--- src/rtl/cosine_similarity_defines.svh ---
// Assertion macros shared by the cosine similarity block.
`ifndef COSINE_SIMILARITY_DEFINES_SVH
`define COSINE_SIMILARITY_DEFINES_SVH

// Same-cycle implication, checked on every clock edge outside reset.
`define CS_ASSERT_IMPL(label, ante, cons, msg) \
  label: assert property (@(posedge clk) disable iff (!rst_n) (ante) |-> (cons)) \
    else $error(msg);

// Next-cycle implication, checked on every clock edge outside reset.
`define CS_ASSERT_NEXT(label, ante, cons, msg) \
  label: assert property (@(posedge clk) disable iff (!rst_n) (ante) |=> (cons)) \
    else $error(msg);

`endif

--- src/rtl/cs_pkg.sv ---
// Shared widths, codes and control structs of the cosine similarity block.
package cs_pkg;

  localparam int ELEM_W  = 16;
  localparam int SQ_W    = 41;
  localparam int CROSS_W = 42;
  localparam int CFG_W   = 42;
  localparam int RES_W   = 16;

  // Shift-add multiplier sizing.
  localparam int MUL_A_W  = 2 * SQ_W;
  localparam int MUL_B_W  = CROSS_W;
  localparam int MUL_P_W  = MUL_A_W + MUL_B_W;
  localparam int MUL_CNT_W = $clog2(MUL_B_W);

  // Quotient search.
  localparam int Q_W    = 17;
  localparam int STEP_W = 4;
  localparam int M_W    = 32;
  localparam int NUM_W  = 84;
  localparam int NUM_SH = 32;

  localparam logic [CFG_W-1:0] MIN_NORM_SQ_RST = CFG_W'(1);

  typedef enum logic [1:0] {
    MUL_AB,
    MUL_NUM,
    MUL_T
  } mul_sel_t;

  typedef enum logic [1:0] {
    OUT_NONE,
    OUT_FLOOR,
    OUT_ZERO,
    OUT_CALC
  } out_sel_t;

  typedef struct packed {
    logic     acc;
    logic     clr;
    logic     mul_start;
    mul_sel_t mul_sel;
    logic     load_prod;
    logic     load_num;
    logic     search_init;
    logic     load_m;
    logic     cmp_step;
    logic     skip_step;
    out_sel_t out_sel;
  } cs_cmd_t;

  typedef struct packed {
    logic below_floor;
    logic any_zero;
    logic mul_done;
    logic t_over;
    logic last_step;
  } cs_status_t;

endpackage

--- src/rtl/cs_in_if.sv ---
// Input channel: one element pair per item.
interface cs_in_if;
  logic               valid;
  logic               ready;
  logic signed [15:0] elem_a;
  logic signed [15:0] elem_b;
  logic               last_element;

  modport source (output valid, elem_a, elem_b, last_element, input ready);
  modport sink   (input valid, elem_a, elem_b, last_element, output ready);
endinterface

--- src/rtl/cs_out_if.sv ---
// Result channel: one similarity value per vector pair.
interface cs_out_if;
  logic               valid;
  logic               ready;
  logic signed [15:0] similarity;
  logic               zero_norm;

  modport source (output valid, similarity, zero_norm, input ready);
  modport sink   (input valid, similarity, zero_norm, output ready);
endinterface

--- src/rtl/cs_mul.sv ---
// Serial shift-add multiplier, one multiplier bit per cycle, MSB first.
module cs_mul (
  input  logic                        clk,
  input  logic                        rst_n,
  input  logic                        start,
  input  logic [cs_pkg::MUL_A_W-1:0]  mcand,
  input  logic [cs_pkg::MUL_B_W-1:0]  mplier,
  output logic                        done,
  output logic [cs_pkg::MUL_P_W-1:0]  product
);
  import cs_pkg::*;

  logic                 busy_r;
  logic                 done_r;
  logic [MUL_CNT_W-1:0] cnt_r;
  logic [MUL_A_W-1:0]   mcand_r;
  logic [MUL_B_W-1:0]   mplier_r;
  logic [MUL_P_W-1:0]   acc_r;
  logic [MUL_P_W-1:0]   acc_nxt;

  // Shift the partial product and add the multiplicand for a set bit.
  always_comb begin
    acc_nxt = {acc_r[MUL_P_W-2:0], 1'b0} +
              (mplier_r[MUL_B_W-1] ? {{MUL_B_W{1'b0}}, mcand_r} : '0);
  end

  // Control: busy while stepping, done pulses after the last bit.
  always_ff @(posedge clk) begin
    if (!rst_n) begin
      busy_r <= 1'b0;
      done_r <= 1'b0;
      cnt_r  <= '0;
    end else begin
      done_r <= 1'b0;
      if (start) begin
        busy_r <= 1'b1;
        cnt_r  <= '0;
      end else if (busy_r) begin
        cnt_r <= cnt_r + 1'b1;
        if (cnt_r == MUL_CNT_W'(MUL_B_W - 1)) begin
          busy_r <= 1'b0;
          done_r <= 1'b1;
        end
      end
    end
  end

  // Operands and partial product.
  always_ff @(posedge clk) begin
    if (start) begin
      mcand_r  <= mcand;
      mplier_r <= mplier;
      acc_r    <= '0;
    end else if (busy_r) begin
      mplier_r <= {mplier_r[MUL_B_W-2:0], 1'b0};
      acc_r    <= acc_nxt;
    end
  end

  assign done    = done_r;
  assign product = acc_r;
endmodule

--- src/rtl/cs_datapath.sv ---
// Datapath: running sums, floor check, multiplier and quotient search.
module cs_datapath (
  input  logic                          clk,
  input  logic                          rst_n,
  input  logic                          cfg_we,
  input  logic [cs_pkg::CFG_W-1:0]      cfg_wdata,
  input  logic signed [cs_pkg::ELEM_W-1:0] elem_a,
  input  logic signed [cs_pkg::ELEM_W-1:0] elem_b,
  input  cs_pkg::cs_cmd_t               cmd,
  output cs_pkg::cs_status_t            status,
  output logic signed [cs_pkg::RES_W-1:0] similarity,
  output logic                          zero_norm
);
  import cs_pkg::*;

  logic [CFG_W-1:0]          min_norm_sq_r;
  logic [SQ_W-1:0]           sum_a_r, sum_a_nxt;
  logic [SQ_W-1:0]           sum_b_r, sum_b_nxt;
  logic signed [CROSS_W-1:0] sum_c_r, sum_c_nxt;
  logic signed [2*ELEM_W-1:0] pa, pb, pc;
  logic [SQ_W:0]             sa_sum, sb_sum;
  logic signed [CROSS_W:0]   sc_sum;
  logic [CROSS_W-1:0]        mag;
  logic [MUL_A_W-1:0]        mcand;
  logic [MUL_B_W-1:0]        mplier;
  logic                      mul_done;
  logic [MUL_P_W-1:0]        product;
  logic [MUL_A_W-1:0]        prod_r;
  logic [NUM_W-1:0]          num_r;
  logic [Q_W-1:0]            q_r, t_r, t_val;
  logic [STEP_W-1:0]         k_r;
  logic [ELEM_W-1:0]         d_val;
  logic [M_W-1:0]            m_r;
  logic                      fits;
  logic signed [RES_W-1:0]   similarity_r;
  logic                      zero_norm_r;

  // Element products and saturating accumulation.
  always_comb begin
    pa     = elem_a * elem_a;
    pb     = elem_b * elem_b;
    pc     = elem_a * elem_b;
    sa_sum = {1'b0, sum_a_r} + (SQ_W + 1)'(unsigned'(pa));
    sb_sum = {1'b0, sum_b_r} + (SQ_W + 1)'(unsigned'(pb));
    sc_sum = (CROSS_W + 1)'(sum_c_r) + (CROSS_W + 1)'(pc);
    sum_a_nxt = sa_sum[SQ_W] ? {SQ_W{1'b1}} : sa_sum[SQ_W-1:0];
    sum_b_nxt = sb_sum[SQ_W] ? {SQ_W{1'b1}} : sb_sum[SQ_W-1:0];
    if (sc_sum[CROSS_W] != sc_sum[CROSS_W-1]) begin
      sum_c_nxt = sc_sum[CROSS_W] ? {1'b1, {(CROSS_W-1){1'b0}}}
                                  : {1'b0, {(CROSS_W-1){1'b1}}};
    end else begin
      sum_c_nxt = sc_sum[CROSS_W-1:0];
    end
  end

  // Magnitude of the dot product and multiplier operand selection.
  always_comb begin
    mag = sum_c_r[CROSS_W-1] ? (~sum_c_r + 1'b1) : sum_c_r;
    case (cmd.mul_sel)
      MUL_AB: begin
        mcand  = MUL_A_W'(sum_a_r);
        mplier = MUL_B_W'(sum_b_r);
      end
      MUL_NUM: begin
        mcand  = MUL_A_W'(mag);
        mplier = mag;
      end
      MUL_T: begin
        mcand  = prod_r;
        mplier = MUL_B_W'(m_r);
      end
      default: begin
        mcand  = '0;
        mplier = '0;
      end
    endcase
  end

  cs_mul u_mul (
    .clk     (clk),
    .rst_n   (rst_n),
    .start   (cmd.mul_start),
    .mcand   (mcand),
    .mplier  (mplier),
    .done    (mul_done),
    .product (product)
  );

  // Candidate quotient, its odd double, and the squared-bound test.
  always_comb begin
    t_val = q_r + (Q_W'(1) << k_r);
    d_val = {t_val[ELEM_W-2:0], 1'b0} - 1'b1;
    fits  = product <= MUL_P_W'({num_r, {NUM_SH{1'b0}}});
  end

  // Status to the controller.
  always_comb begin
    status.below_floor = ({1'b0, sum_a_r} < min_norm_sq_r) ||
                         ({1'b0, sum_b_r} < min_norm_sq_r);
    status.any_zero    = (sum_a_r == '0) || (sum_b_r == '0);
    status.mul_done    = mul_done;
    status.t_over      = t_val > Q_W'(32768);
    status.last_step   = k_r == '0;
  end

  // Configuration register.
  always_ff @(posedge clk) begin
    if (!rst_n) begin
      min_norm_sq_r <= MIN_NORM_SQ_RST;
    end else if (cfg_we) begin
      min_norm_sq_r <= cfg_wdata;
    end
  end

  // Running sums, cleared after every result.
  always_ff @(posedge clk) begin
    if (!rst_n) begin
      sum_a_r <= '0;
      sum_b_r <= '0;
      sum_c_r <= '0;
    end else if (cmd.clr) begin
      sum_a_r <= '0;
      sum_b_r <= '0;
      sum_c_r <= '0;
    end else if (cmd.acc) begin
      sum_a_r <= sum_a_nxt;
      sum_b_r <= sum_b_nxt;
      sum_c_r <= sum_c_nxt;
    end
  end

  // Products and quotient search registers.
  always_ff @(posedge clk) begin
    if (cmd.load_prod) begin
      prod_r <= product[MUL_A_W-1:0];
    end
    if (cmd.load_num) begin
      num_r <= product[NUM_W-1:0];
    end
    if (cmd.search_init) begin
      q_r <= '0;
      k_r <= STEP_W'(Q_W - 2);
    end else if (cmd.cmp_step) begin
      if (fits) begin
        q_r <= t_r;
      end
      k_r <= k_r - 1'b1;
    end else if (cmd.skip_step) begin
      k_r <= k_r - 1'b1;
    end
    if (cmd.load_m) begin
      t_r <= t_val;
      m_r <= M_W'(d_val) * M_W'(d_val);
    end
  end

  // Result register.
  always_ff @(posedge clk) begin
    case (cmd.out_sel)
      OUT_FLOOR: begin
        similarity_r <= '0;
        zero_norm_r  <= 1'b1;
      end
      OUT_ZERO: begin
        similarity_r <= '0;
        zero_norm_r  <= 1'b0;
      end
      OUT_CALC: begin
        if (sum_c_r[CROSS_W-1]) begin
          similarity_r <= RES_W'(~q_r + 1'b1);
        end else if (q_r > Q_W'(32767)) begin
          similarity_r <= RES_W'(32767);
        end else begin
          similarity_r <= q_r[RES_W-1:0];
        end
        zero_norm_r <= 1'b0;
      end
      default: begin
      end
    endcase
  end

  assign similarity = similarity_r;
  assign zero_norm  = zero_norm_r;
endmodule

--- src/rtl/cs_ctrl.sv ---
// Controller: accumulation, norm checks, multiplies and quotient search.
module cs_ctrl (
  input  logic               clk,
  input  logic               rst_n,
  input  logic               in_valid,
  input  logic               in_last,
  input  logic               out_ready,
  input  cs_pkg::cs_status_t status,
  output logic               in_ready,
  output logic               out_valid,
  output cs_pkg::cs_cmd_t    cmd
);
  import cs_pkg::*;

  typedef enum logic [3:0] {
    S_ACC,
    S_CHECK,
    S_MUL_AB,
    S_MUL_NUM,
    S_SQ,
    S_TSTART,
    S_MUL_T,
    S_CMP,
    S_FIN,
    S_OUT
  } state_t;

  state_t state_r, state_nxt;
  logic   in_ready_r, out_valid_r;

  // Next state and commands.
  always_comb begin
    state_nxt = state_r;
    cmd       = '0;
    cmd.mul_sel = MUL_AB;
    cmd.out_sel = OUT_NONE;
    case (state_r)
      S_ACC: begin
        if (in_valid) begin
          cmd.acc = 1'b1;
          if (in_last) begin
            state_nxt = S_CHECK;
          end
        end
      end
      S_CHECK: begin
        if (status.below_floor) begin
          cmd.out_sel = OUT_FLOOR;
          cmd.clr     = 1'b1;
          state_nxt   = S_OUT;
        end else if (status.any_zero) begin
          cmd.out_sel = OUT_ZERO;
          cmd.clr     = 1'b1;
          state_nxt   = S_OUT;
        end else begin
          cmd.mul_start = 1'b1;
          cmd.mul_sel   = MUL_AB;
          state_nxt     = S_MUL_AB;
        end
      end
      S_MUL_AB: begin
        if (status.mul_done) begin
          cmd.load_prod = 1'b1;
          cmd.mul_start = 1'b1;
          cmd.mul_sel   = MUL_NUM;
          state_nxt     = S_MUL_NUM;
        end
      end
      S_MUL_NUM: begin
        if (status.mul_done) begin
          cmd.load_num    = 1'b1;
          cmd.search_init = 1'b1;
          state_nxt       = S_SQ;
        end
      end
      S_SQ: begin
        if (status.t_over) begin
          cmd.skip_step = 1'b1;
          state_nxt     = status.last_step ? S_FIN : S_SQ;
        end else begin
          cmd.load_m = 1'b1;
          state_nxt  = S_TSTART;
        end
      end
      S_TSTART: begin
        cmd.mul_start = 1'b1;
        cmd.mul_sel   = MUL_T;
        state_nxt     = S_MUL_T;
      end
      S_MUL_T: begin
        cmd.mul_sel = MUL_T;
        if (status.mul_done) begin
          state_nxt = S_CMP;
        end
      end
      S_CMP: begin
        cmd.cmp_step = 1'b1;
        state_nxt    = status.last_step ? S_FIN : S_SQ;
      end
      S_FIN: begin
        cmd.out_sel = OUT_CALC;
        cmd.clr     = 1'b1;
        state_nxt   = S_OUT;
      end
      S_OUT: begin
        if (out_ready) begin
          state_nxt = S_ACC;
        end
      end
      default: begin
        state_nxt = S_ACC;
      end
    endcase
  end

  // State and registered handshake outputs.
  always_ff @(posedge clk) begin
    if (!rst_n) begin
      state_r     <= S_ACC;
      in_ready_r  <= 1'b1;
      out_valid_r <= 1'b0;
    end else begin
      state_r     <= state_nxt;
      in_ready_r  <= state_nxt == S_ACC;
      out_valid_r <= state_nxt == S_OUT;
    end
  end

  assign in_ready  = in_ready_r;
  assign out_valid = out_valid_r;
endmodule

--- src/rtl/cosine_similarity.sv ---
// Cosine similarity of two streamed Q4.12 vectors. Element pairs are taken one
// per cycle and folded into three saturating sums. After the item marked last
// the block stops taking items, checks both sums of squares against
// min_norm_sq and for zero, and otherwise finds the Q1.15 quotient, rounded to
// nearest, by a 16-step binary search that compares squares exactly. All wide
// products come from one shift-add multiplier; it runs twice to set up and once
// for each search step whose candidate does not exceed one. The next vector is
// taken once the result has been delivered.
module cosine_similarity (
  input  logic                     clk,
  input  logic                     rst_n,
  input  logic                     cfg_we,
  input  logic [cs_pkg::CFG_W-1:0] cfg_wdata,
  cs_in_if.sink                    in_item,
  cs_out_if.source                 out_item
);
  import cs_pkg::*;

  `include "cosine_similarity_defines.svh"

  cs_cmd_t    cmd;
  cs_status_t status;

  cs_ctrl u_ctrl (
    .clk       (clk),
    .rst_n     (rst_n),
    .in_valid  (in_item.valid),
    .in_last   (in_item.last_element),
    .out_ready (out_item.ready),
    .status    (status),
    .in_ready  (in_item.ready),
    .out_valid (out_item.valid),
    .cmd       (cmd)
  );

  cs_datapath u_dp (
    .clk        (clk),
    .rst_n      (rst_n),
    .cfg_we     (cfg_we),
    .cfg_wdata  (cfg_wdata),
    .elem_a     (in_item.elem_a),
    .elem_b     (in_item.elem_b),
    .cmd        (cmd),
    .status     (status),
    .similarity (out_item.similarity),
    .zero_norm  (out_item.zero_norm)
  );

  // A pending result and a new item never meet.
  `CS_ASSERT_IMPL(a_no_overlap, out_item.valid, !in_item.ready, "item taken with result pending")
  // The last pair of a vector closes the input until the result is out.
  `CS_ASSERT_NEXT(a_last_closes, in_item.valid && in_item.ready && in_item.last_element, !in_item.ready, "input open after last item")
  // Delivering a result reopens the input.
  `CS_ASSERT_NEXT(a_reopen, out_item.valid && out_item.ready, in_item.ready && !out_item.valid, "input not reopened after result")
endmodule

--- src/flat_wrapper.sv ---
// flat-port wrapper written by rule: the top's interface ports become plain ports
module cosine_similarity_flat import cs_pkg::*;
  (clk, rst_n, cfg_we, cfg_wdata, in_item_valid, in_item_elem_a, in_item_elem_b, in_item_last_element, in_item_ready, out_item_valid, out_item_similarity, out_item_zero_norm, out_item_ready);
  cs_in_if in_item_i ();
  cs_out_if out_item_i ();
  input  logic clk;
  input  logic rst_n;
  input  logic cfg_we;
  input  logic [cs_pkg::CFG_W-1:0] cfg_wdata;
  input wire logic [$bits(in_item_i.valid)-1:0] in_item_valid;
  input wire logic [$bits(in_item_i.elem_a)-1:0] in_item_elem_a;
  input wire logic [$bits(in_item_i.elem_b)-1:0] in_item_elem_b;
  input wire logic [$bits(in_item_i.last_element)-1:0] in_item_last_element;
  output wire logic [$bits(in_item_i.ready)-1:0] in_item_ready;
  output wire logic [$bits(out_item_i.valid)-1:0] out_item_valid;
  output wire logic [$bits(out_item_i.similarity)-1:0] out_item_similarity;
  output wire logic [$bits(out_item_i.zero_norm)-1:0] out_item_zero_norm;
  input wire logic [$bits(out_item_i.ready)-1:0] out_item_ready;
  assign in_item_i.valid = in_item_valid;
  assign in_item_i.elem_a = in_item_elem_a;
  assign in_item_i.elem_b = in_item_elem_b;
  assign in_item_i.last_element = in_item_last_element;
  assign in_item_ready = in_item_i.ready;
  assign out_item_valid = out_item_i.valid;
  assign out_item_similarity = out_item_i.similarity;
  assign out_item_zero_norm = out_item_i.zero_norm;
  assign out_item_i.ready = out_item_ready;
  cosine_similarity u_core (.clk(clk), .rst_n(rst_n), .cfg_we(cfg_we), .cfg_wdata(cfg_wdata), .in_item(in_item_i), .out_item(out_item_i));
endmodule
--- config.mk ---
export PLATFORM = sky130hd
export DESIGN_NAME = cosine_similarity_flat
export DESIGN_NICKNAME = d
export VERILOG_FILES = /design/src/rtl/cs_pkg.sv /design/src/rtl/cs_in_if.sv /design/src/rtl/cs_out_if.sv /design/src/rtl/cs_mul.sv /design/src/rtl/cs_datapath.sv /design/src/rtl/cs_ctrl.sv /design/src/rtl/cosine_similarity.sv /design/src/flat_wrapper.sv
export VERILOG_INCLUDE_DIRS = /design/src /design/src/rtl
export SDC_FILE = /design/constraint.sdc
export NUM_CORES = 2
export LEC_CHECK = 0
export BUFFER_PORTS_ARGS = -buffer_cell sky130_fd_sc_hd__buf_2
export CORE_ASPECT_RATIO = 2
export CORE_MARGIN = 2
export CORE_UTILIZATION = 30
export CTS_CLUSTER_DIAMETER = 30
export DETAILED_ROUTE_END_ITERATION = 10
export GPL_ROUTABILITY_DRIVEN = 0
export PLACE_DENSITY = 0.55
export RECOVER_POWER = 50
export SYNTH_ARGS = -nofsm -noshare
export SYNTH_HDL_FRONTEND = slang
export SYNTH_SLANG_ARGS = --single-unit
--- constraint.sdc ---
create_clock -name clk -period 10.85 [get_ports clk]
set_input_delay 0.5425 -clock clk [delete_from_list [all_inputs] [get_ports clk]]
set_output_delay 0.5425 -clock clk [all_outputs]
set_load 0.02 [all_outputs]
==> results.sh <==
export IMPL_critPathMaxFanout=9
export IMPL_highest_layer="met5"
export IMPL_multi_input_comb_area_mm2=0.05382
export IMPL_async_flop_share_pct=0
export IMPL_drt_total_wl_um=251400
export IMPL_cp_buffers_inverters=7
export IMPL_crit_arrival_ns=10.48
export IMPL_r2r_end="u_core.u_dp.m_r[31]"
export IMPL_maxSlewHeadroom_pct=-196.0
export IMPL_tightestPinTransition_ns=4.440
export IMPL_initial_core_util_pct=30.07
export IMPL_num_rows=263
export IMPL_violations="max-capacitance violations, max-slew violations"
export IMPL_hp_start="cfg_wdata[35]"
export IMPL_synth_compound_area_share_pct=13.33
export IMPL_post_cts_buffers=0
export IMPL_wl_per_cell_um=21.63
export IMPL_area_growth_pct=10.18
export IMPL_rsz0062_at_grt="no"
export IMPL_register_area_mm2=0.01708
export IMPL_status="finished, violations left"
export IMPL_ant_nets=0
export IMPL_wl_met2_um=133100
export IMPL_drv_cap=10
export IMPL_cts_buffer_depth=3
export IMPL_drv_slew=469
export IMPL_clk_insertion_delay_late_ns=0.71
export IMPL_crit_family="adder cells"
export IMPL_synth_mux_area_share_pct=1.589
export IMPL_die_w_um=362.2
export IMPL_grt_pass1_wl_um=384300
export IMPL_clock_fmax_mhz=99.39
export IMPL_setup_violations=0
export IMPL_wl_met1_um=84230
export IMPL_cts_hold_buf=0
export IMPL_drive_above_1_share_pct=5.770
export IMPL_synth_area_per_cell_um2=9.371
export IMPL_drc=0
export IMPL_fin_setup_tns_ns=0
export IMPL_die_area_mm2=0.2609
export IMPL_post_cts_resized=0
export IMPL_r2r_cells=35
export IMPL_synth_xor_area_share_pct=4.172
export IMPL_required_ns=11.27
export IMPL_hold_viol=0
export IMPL_period_minus_slack_ns=10.06
export IMPL_synth_top_family_by_area="adder cells"
export IMPL_layout_common_cells="inv_1, fa_1, ha_1, nand2_1, nor2_1"
export IMPL_grt_max_degree=153
export IMPL_cts_max_level=3
export IMPL_yosys_register_bits=677
export IMPL_critPathMaxStageDelay_ns=0.65
export IMPL_layout_commonest_cell="inv_1"
export IMPL_cts_root_buf="clkbuf_16"
export IMPL_wl_met3_um=10630
export IMPL_slowest_stage="fa_1"
export IMPL_clkSlewWorstSetupHoldPaths_ns=0.06
export IMPL_cts_sinks=677
export IMPL_synth_area_mm2=0.07699
export IMPL_synth_edf_count=352
export IMPL_yosys_area_share_simple_pct=13.26
export IMPL_yosys_warnings=0
export IMPL_fillers=26250
export IMPL_io_buffers=98
export IMPL_cp_end_kind="flop"
export IMPL_fin_nets=10000
export IMPL_hold_depth=3
export IMPL_place_inst=11420
export IMPL_antenna_found_initial=15
export IMPL_seq_area_frac_synth_pct=22.18
export IMPL_grt_overflow=0
export IMPL_core_area_mm2=0.2560
export IMPL_num_vias=59880
export IMPL_dpl_hpwl_um=203900
export IMPL_utilization_pct=33.13
export IMPL_grt_use_total_pct=19.24
export IMPL_routed_via_density=5.153
export IMPL_grt_pass1_vias=64890
export IMPL_yosys_cell_types_count=90
export IMPL_critPathLaunchType="flop"
export IMPL_period_share_pct=92.73
export IMPL_rrSetupSlack_ns=0.79
export IMPL_syn_inst=8216
export IMPL_hold_path_class="input pin to flop"
export IMPL_numCtsBuffers=101
export IMPL_boundaryPins=99
export IMPL_critPathKind="flop to flop"
export IMPL_first_pass_iters=6
export IMPL_stdcell_count=11620
export IMPL_clock_skew_ns=0.04856
export IMPL_syn_num_nets=10000
export IMPL_synth_fa_ha_area_share_pct=37.43
export IMPL_regToRegStartpoint="u_core.u_dp.k_r[0]"
export IMPL_drtIter0Drc=3308
export IMPL_tritoncts="built"
export IMPL_whs_endpoint="u_core.u_dp.min_norm_sq_r[35]"
export IMPL_die_h_um=720.4
export IMPL_synth_ff_type="edfxtp_1"
==> registers in the layout (all words and copies together), names as in the netlist, 6 cells and up <==
name,count
u_core.u_dp.m_r,28
u_core.u_dp.min_norm_sq_r,42
u_core.u_dp.num_r,84
u_core.u_dp.prod_r,82
u_core.u_dp.q_r,17
u_core.u_dp.similarity,16
u_core.u_dp.sum_a_r,41
u_core.u_dp.sum_b_r,41
u_core.u_dp.sum_c_r,42
u_core.u_dp.t_r,17
u_core.u_dp.u_mul.cnt_r,6
u_core.u_dp.u_mul.mcand_r,82
u_core.u_dp.u_mul.mplier_r,42
u_core.u_dp.u_mul.product,124
==> metal layers <==
layer | GRT usage [%] | vias to the layer above
li1 | - | 27420
met1 | 18.99 | 29950
met2 | 36.53 | 1742
met3 | 2.304 | 770
met4 | 14.09 | 8
met5 | 0 | -
==> worst max path at each step <==
stage | slack (ns) | to | cells after the start | start
finish | 0.79 | u_core.u_dp.m_r[31] | 35 | u_core.u_dp.k_r[0]
global route | 0.09 | u_core.u_dp.m_r[31] | 35 | u_core.u_dp.k_r[0]
CTS | 0.87 | u_core.u_dp.m_r[31] | 35 | u_core.u_dp.k_r[0]
detailed placement | 0.91 | u_core.u_dp.sum_a_r[36] | 30 | in_item_elem_a[7]
global placement | 0.95 | u_core.u_dp.m_r[31] | 35 | u_core.u_dp.k_r[0]
floorplan | 1.63 | u_core.u_dp.m_r[31] | 40 | u_core.u_dp.k_r[0]
==> area by class of cell <==
class,count,area share [%]
antenna,8,0.02360
clock buffer,114,3.133
clock inverter,78,0.9706
inverter,1322,5.853
multi-input combinational,5896,63.45
sequential,677,20.14
tap,3312,4.885
timing repair buffer,215,1.547
==> tightest hold or removal path, cell delays in order <==
cell and delay (ns):
buf_2 0.08, mux2i_1 0.05, nor2_1 0.07
==> cell families (layout without fill, tap and decap cells) <==
family          after synthesis  count (layout)
other cells                   0               8
flops                       677             677
compound gates             1553            1553
buf+inv                    1643            1729
simple gates               2142            2142
xor+xnor                    365             365
mux                         122             122
fa+ha+maj                  1714            1714
==> cell usage after synthesis, types with 36 or more instances <==
master,count,share of area (%)
inv_1,1303,6.4
fa_1,984,26
ha_1,724,12
nand2_1,632,3.1
nor2_1,616,3.0
a21oi_1,454,3.0
edfxtp_1,352,14
and2_1,325,2.6
dfxtp_1,325,8.5
o21ai_0,296,1.9
clkbuf_1,294,1.4
xnor2_1,229,2.6
a21o_1,185,1.8
xor2_1,134,1.5
mux2i_1,120,1.6
nand4_1,96,0.78
nand3_1,83,0.54
a211oi_1,77,0.75
nor3_1,75,0.49
nand2b_1,74,0.60
o21a_1,54,0.53
and3_1,50,0.41
o21bai_1,48,0.47
nor2b_1,47,0.38
a221oi_1,43,0.49
a31oi_1,43,0.35
a221o_1,42,0.55
o211ai_1,39,0.38
o221a_2,38,0.56
nor4_1,36,0.29
==> through the flow <==
step	instance area (um2)	hold WS (ns)	setup slack [ns]
finish	84830	0.09651	0.7891
global route	84810	0.08366	0.08668
CTS	84870	0.05486	0.8655
detailed placement	81390	0.4813	0.9055
global placement	81390	0.4722	0.9525
floorplan	76990	0.4500	1.632
Power is left out: the tool's default activity adds up to more than one toggle a clock period on the data nets, which glitch-free logic cannot reach.
